<file path="src/hdl/tgrw_pkg.sv">
// Shared types and constants for the text glyph raster writer.
// No dependencies; every other file in hdl/ except tgrw_ram references this package.
`default_nettype none

package tgrw_pkg;

    localparam int unsigned GLYPH_COLUMNS = 8;
    localparam int unsigned CURSOR_W      = 13;
    localparam int unsigned PIX_ADDR_W    = 24;
    localparam int unsigned CFG_W         = 13;
    localparam int unsigned CFG_IDX_W     = 1;

    localparam logic [CURSOR_W-1:0] CURSOR_MAX = 13'h1FFF;

    // register indexes
    localparam logic [CFG_IDX_W-1:0] REG_FRAME_WIDTH  = 1'b0;
    localparam logic [CFG_IDX_W-1:0] REG_FRAME_HEIGHT = 1'b1;

    localparam logic [CFG_W-1:0] FRAME_WIDTH_RST  = 13'd800;
    localparam logic [CFG_W-1:0] FRAME_HEIGHT_RST = 13'd600;

    // word kinds and control characters
    localparam logic       KIND_CHAR    = 1'b0;
    localparam logic       KIND_FONT    = 1'b1;
    localparam logic [7:0] CODE_NEWLINE = 8'd10;
    localparam logic [7:0] CODE_RETURN  = 8'd13;

    typedef struct packed {
        logic        kind;
        logic [7:0]  char_code;
        logic [11:0] font_row_index;
        logic [7:0]  font_row_data;
    } cmd_word_t;

    typedef struct packed {
        logic [PIX_ADDR_W-1:0] pixel_address;
        logic [7:0]            ink_bits;
        logic                  overflow;
        logic                  last;
    } pix_word_t;

    // controller -> datapath
    typedef struct packed {
        logic accept;
        logic mul;
        logic base_load;
        logic emit_move;
        logic ovf_load;
    } ctrl_cmd_t;

    // datapath -> controller
    typedef struct packed {
        logic render;
        logic overflow;
        logic out_free;
        logic last_row;
    } dp_status_t;

endpackage

`default_nettype wire

</file>
<file path="src/hdl/tgrw_ctrl.sv">
// Sequencer for the glyph raster writer: idle, setup, base address, row emit.
// Depends on tgrw_pkg.
`default_nettype none

module tgrw_ctrl (
    input  wire logic                clk,
    input  wire logic                rst_n,
    input  wire logic                cmd_valid,
    output logic                     cmd_stall,
    input  wire tgrw_pkg::dp_status_t status,
    output tgrw_pkg::ctrl_cmd_t      cmd
);

    localparam logic [1:0] ST_IDLE = 2'd0;
    localparam logic [1:0] ST_PREP = 2'd1;
    localparam logic [1:0] ST_BASE = 2'd2;
    localparam logic [1:0] ST_EMIT = 2'd3;

    logic [1:0] state_reg;
    logic [1:0] state_next;

    always_comb
    begin
        cmd        = '0;
        state_next = state_reg;
        cmd_stall  = (state_reg != ST_IDLE);
        unique case (state_reg)
            ST_IDLE:
            begin
                cmd.accept = cmd_valid;
                if (cmd_valid && status.render)
                begin
                    state_next = ST_PREP;
                end
            end
            ST_PREP:
            begin
                if (status.overflow)
                begin
                    if (status.out_free)
                    begin
                        cmd.ovf_load = 1'b1;
                        state_next   = ST_IDLE;
                    end
                end
                else
                begin
                    cmd.mul    = 1'b1;
                    state_next = ST_BASE;
                end
            end
            ST_BASE:
            begin
                cmd.base_load = 1'b1;
                state_next    = ST_EMIT;
            end
            ST_EMIT:
            begin
                if (status.out_free)
                begin
                    cmd.emit_move = 1'b1;
                    if (status.last_row)
                    begin
                        state_next = ST_IDLE;
                    end
                end
            end
        endcase
    end

    always_ff @(posedge clk or negedge rst_n)
    begin
        if (!rst_n)
        begin
            state_reg <= ST_IDLE;
        end
        else
        begin
            state_reg <= state_next;
        end
    end

endmodule

`default_nettype wire

</file>
<file path="config.mk">
export PLATFORM = sky130hd
export DESIGN_NAME = tgrw_ctrl
export DESIGN_NICKNAME = d
export VERILOG_FILES = /design/src/hdl/tgrw_pkg.sv /design/src/hdl/tgrw_ctrl.sv
export SDC_FILE = /design/constraint.sdc
export NUM_CORES = 1
export LEC_CHECK = 0
export BUFFER_PORTS_ARGS = -buffer_cell sky130_fd_sc_hd__buf_2
export CORE_AREA = 2 2 39 41
export CTS_CLUSTER_SIZE = 12
export DETAILED_ROUTE_END_ITERATION = 8
export DIE_AREA = 0 0 41 43
export PLACE_DENSITY_LB_ADDON = 0.3
export SYNTH_ARGS = -nofsm -noshare
export SYNTH_HDL_FRONTEND = slang
export SYNTH_SLANG_ARGS = --single-unit
</file>
<file path="constraint.sdc">
create_clock -name clk -period 1.5 [get_ports clk]
set_clock_uncertainty 0.1 [all_clocks]
set_input_delay 0.15 -clock clk [delete_from_list [all_inputs] [get_ports clk]]
set_output_delay 0.15 -clock clk [all_outputs]
set_load 0.01 [all_outputs]
</file>
After elaboration in Yosys (flattened, before gate mapping)
Cells that the tools add are included.
Cells by class
  muxes and demuxes: 14
  order comparisons: 0
  add/sub/neg operators: 0
  multiply operators: 0
  reductions and logical operators: 4
  equality and inequality tests: 7
  shift operators: 0
  divide/modulo/power cells: 0
  bitwise gates (word level): 0
Operators with widths (number)
  2-to-1 mux 2 bit: 5
  2-to-1 mux 1 bit: 8
  case mux 2 bit (4 select lines): 1
  inequality test 2 bit, second input constant: 3
  equality test 2 bit, second input constant: 2
  AND reduction 4 bit: 1
  inequality test 3 bit, second input constant: 1
  equality test 2 x 1 -> 1 bit, second input constant: 1
  zero test 2 bit: 1
  nonzero test 2 bit: 1
  logical AND 1 bit: 1
Word-level totals
  logic and storage cells: 26
  ROM bits: 0
  bits in latches: 0
  RAM bits: 0
  bits in registers: 2
  memories: 0

Depth between registers and ports, before layout
  depth after elaboration: 3
  depth in mapped cells: 2
  depth with buffers taken out: 2

Worst setup path after synthesis
Ideal clock, no wire load.
  kind: register -> output
  start point: register with a tool-made name
  end point: output port cmd[4] in the netlist's numbering
  slack: 0.368 ns
  stages on the path, launching flop included: 3
  data required time: 1.250 ns
  arrival: 0.882 ns
  path through: dfrtp_1 > or2_1 > nor2_1
RTL lines
  to (decl): RTL line tgrw_ctrl.sv:11  | output tgrw_pkg::ctrl_cmd_t cmd

==> results.md <==
- Syn_area_per_cell: 9.676 µm²
- Post-synthesis compound-gate area fraction: 18.10%
- Vias in the first global route: 135
- Type of the worst setup path: reg -> out
- Number of stages on the worst setup path: 3
- Worst reg2reg setup slack: 0.41 ns
- Slew Limit Fails: 0
- Hold WS: 0.1328 ns
- Synth Area in Simple Gates: 42.24%
- Worst Hold Class: in -> async
- R2R depth: 2
- Num CTS Buffers: 3
- I/O pins: 13
- Die height: 43 µm
- Synth Area in XOR/XNOR: 0%
- Clock Pin Slew Worst Setup and Hold Paths: 0.03 ns
- Global-route wire length before repair: 496 µm
- Total grt overflow: 0
- Post-Route WL: 390 µm
- Largest net degree at the start of global routing: 9
- CTS tree: built
- Flops & latches, synth: 2
- Tot GR Track Use: 4.819%
- Adder-Cell Fraction of Synth Area: 0%
- RePlAce Congestion: 0.5488
- # port buffers: 12
- Die ar.: 1763 µm²
- Cts hold-fix bufs: 1
- RR Endpoint: state_reg[0]
- Pwr Total: 449.8 µW
- Sequential share of the synthesized area: 34.48%
- Initial antenna violation count: 0
- Relative slew slack: 84.68%
- Post-CTS sizing: 0
- Drt initial violations: 3
- Slew @ Worst Pin: 0.2298 ns
- Die Width: 41 µm
- P&R area growth vs syn: 77.59%
- Critical Path RT: 1.25 ns
- Clock Root Buffer: clkbuf_4
- Routed len/inst: 8.298 µm
- Crit path buf inv count: 1
- Number of distinct library cells after synthesis: 14
- Hold Vio Cnt, Final: 0
- Max-cap violations: 0
- Period utilization: 92.41%
- PwrDens: 1745 nW/µm²
- Clk_lat worst skew: 0.23 ns
- Nets@finish: 40
- Clk buf depth: 2
- Peak supply drop: 0.5353 mV
- Core Footprint: 1384 µm²
- DRT Pass-1 Iters: 2
- DPL Wire Length: 293.8 µm
- Proportion of synthesized area in mux cells: 0%
- Setup TNS: 0 ns
- Post-synthesis instance total: 15
- Run status: complete, no violations
- Tmin final: 1.386 ns
- Largest family of logic cells by synthesized area: simple AND/OR/NAND/NOR gates
- H-tree depth: 1
- Worst path arrival time: 1.14 ns
- CP max FO: 8
- Synthesized Nets: 22
- FMAX: 721.4 MHz
- Yosys warnings: 0
- Via-to-Cell Ratio: 3.362
- CTS Sinks: 2
- Final setup vio count: 0
- Worst Setup End Kind: output pin
- Post-DRT Antenna Nets: 0
- Fin util: 18.63%
- Static leakage: 0.1428 nW
- CP top delay family: flip-flops
- Initial core utilization: 10.49%
- Mapped Area: 145.1 µm²
- Via count: 158
- Worst path max stage delay: 0.44 ns
- Crit-path cells: or2_1 -> nor2_1 -> buf_2
- CP Launch Type: register
- Row cnt: 14
- N_diodes: 0
- Setup bufs post-CTS: 0
- Layout cells sized above 1: 64.52%
- Slowest library cell on the worst path: dfrtp_1
- DRC Markers: 0
- Unrepaired setup endpoints after global routing: no
==> synthesized netlist by cell type <==
library cell	n	area [µm²]
and3_2	1	7.510
inv_2	1	3.750
nand3_1	1	5.000
nor3b_2	1	12.51
o311a_1	1	10.01
inv_1	1	3.750
or2_1	1	6.260
a21o_1	1	7.510
and2b_2	1	8.760
nor2_1	1	3.750
a211o_1	1	8.760
and4b_2	1	11.26
nor2b_1	1	6.260
dfrtp_1	2	50.05
==> layout by cell type, fill, tap and decap left out <==
master         count
or2_1              1
nor2_1             1
o311a_1            1
dfrtp_1            2
buf_2             12
dlygate4sd3_1      1
nor2b_1            1
inv_2              1
nand3_1            1
and3_2             1
a21o_1             1
a211o_1            1
clkbuf_4           3
nor3b_2            1
and4b_2            1
and2b_2            1
inv_1              1
==> worst max-delay path by stage <==
stage and to:
4_1_cts cmd[4], 3_5_place_dp cmd[4], 3_3_place_gp cmd[4], 5_1_grt cmd[4]
2_1_floorplan cmd[4], 6_report cmd[4]
==> metrics by stage <==
step,worst slack (ns),instance area [µm²],cells
global placement,0.3623,225.2,43
floorplan,0.3677,145.1,15
detailed placement,0.3419,225.2,43
CTS,0.09848,257.7,47
finish,0.1138,257.7,47
global route,0.02827,257.7,47
==> power breakdown <==
group | internal (mW) | switching [mW]
sequential | 0.0823 | 0.0530
clock | 0.0885 | 0.0326
combinational | 0.113 | 0.0800
==> metal layers <==
layer / part of all wire [%] / vias up / routed length (µm) / GRT usage, %
met1: 49 / 59 / 193 / 5.145
met2: 32 / 13 / 123 / 5.313
met5: 0 / - / 0 / 0
met3: 19 / 0 / 73 / 3.141
li1: - / 86 / - / -
met4: 0 / 0 / 0 / 6.000
==> logic make-up (layout without fill, tap and decap cells) <==
kind of cell | Yosys count | after routing
DFF | 2 | 2
buffers and inverters | 2 | 18
AOI/OAI and AO/OA | 3 | 3
and+or+nand+nor | 8 | 8
==> area by class of cell <==
type	instances	area, µm²
Multi-Input combinational cell	11	87.58
Clock buffer	3	22.52
Timing Repair Buffer	13	70.07
Sequential cell	2	50.05
Fill cell	162	1126
Inverter	2	7.507
Tap cell	16	20.02
Note: power is estimated with default switching activity, not from simulation.
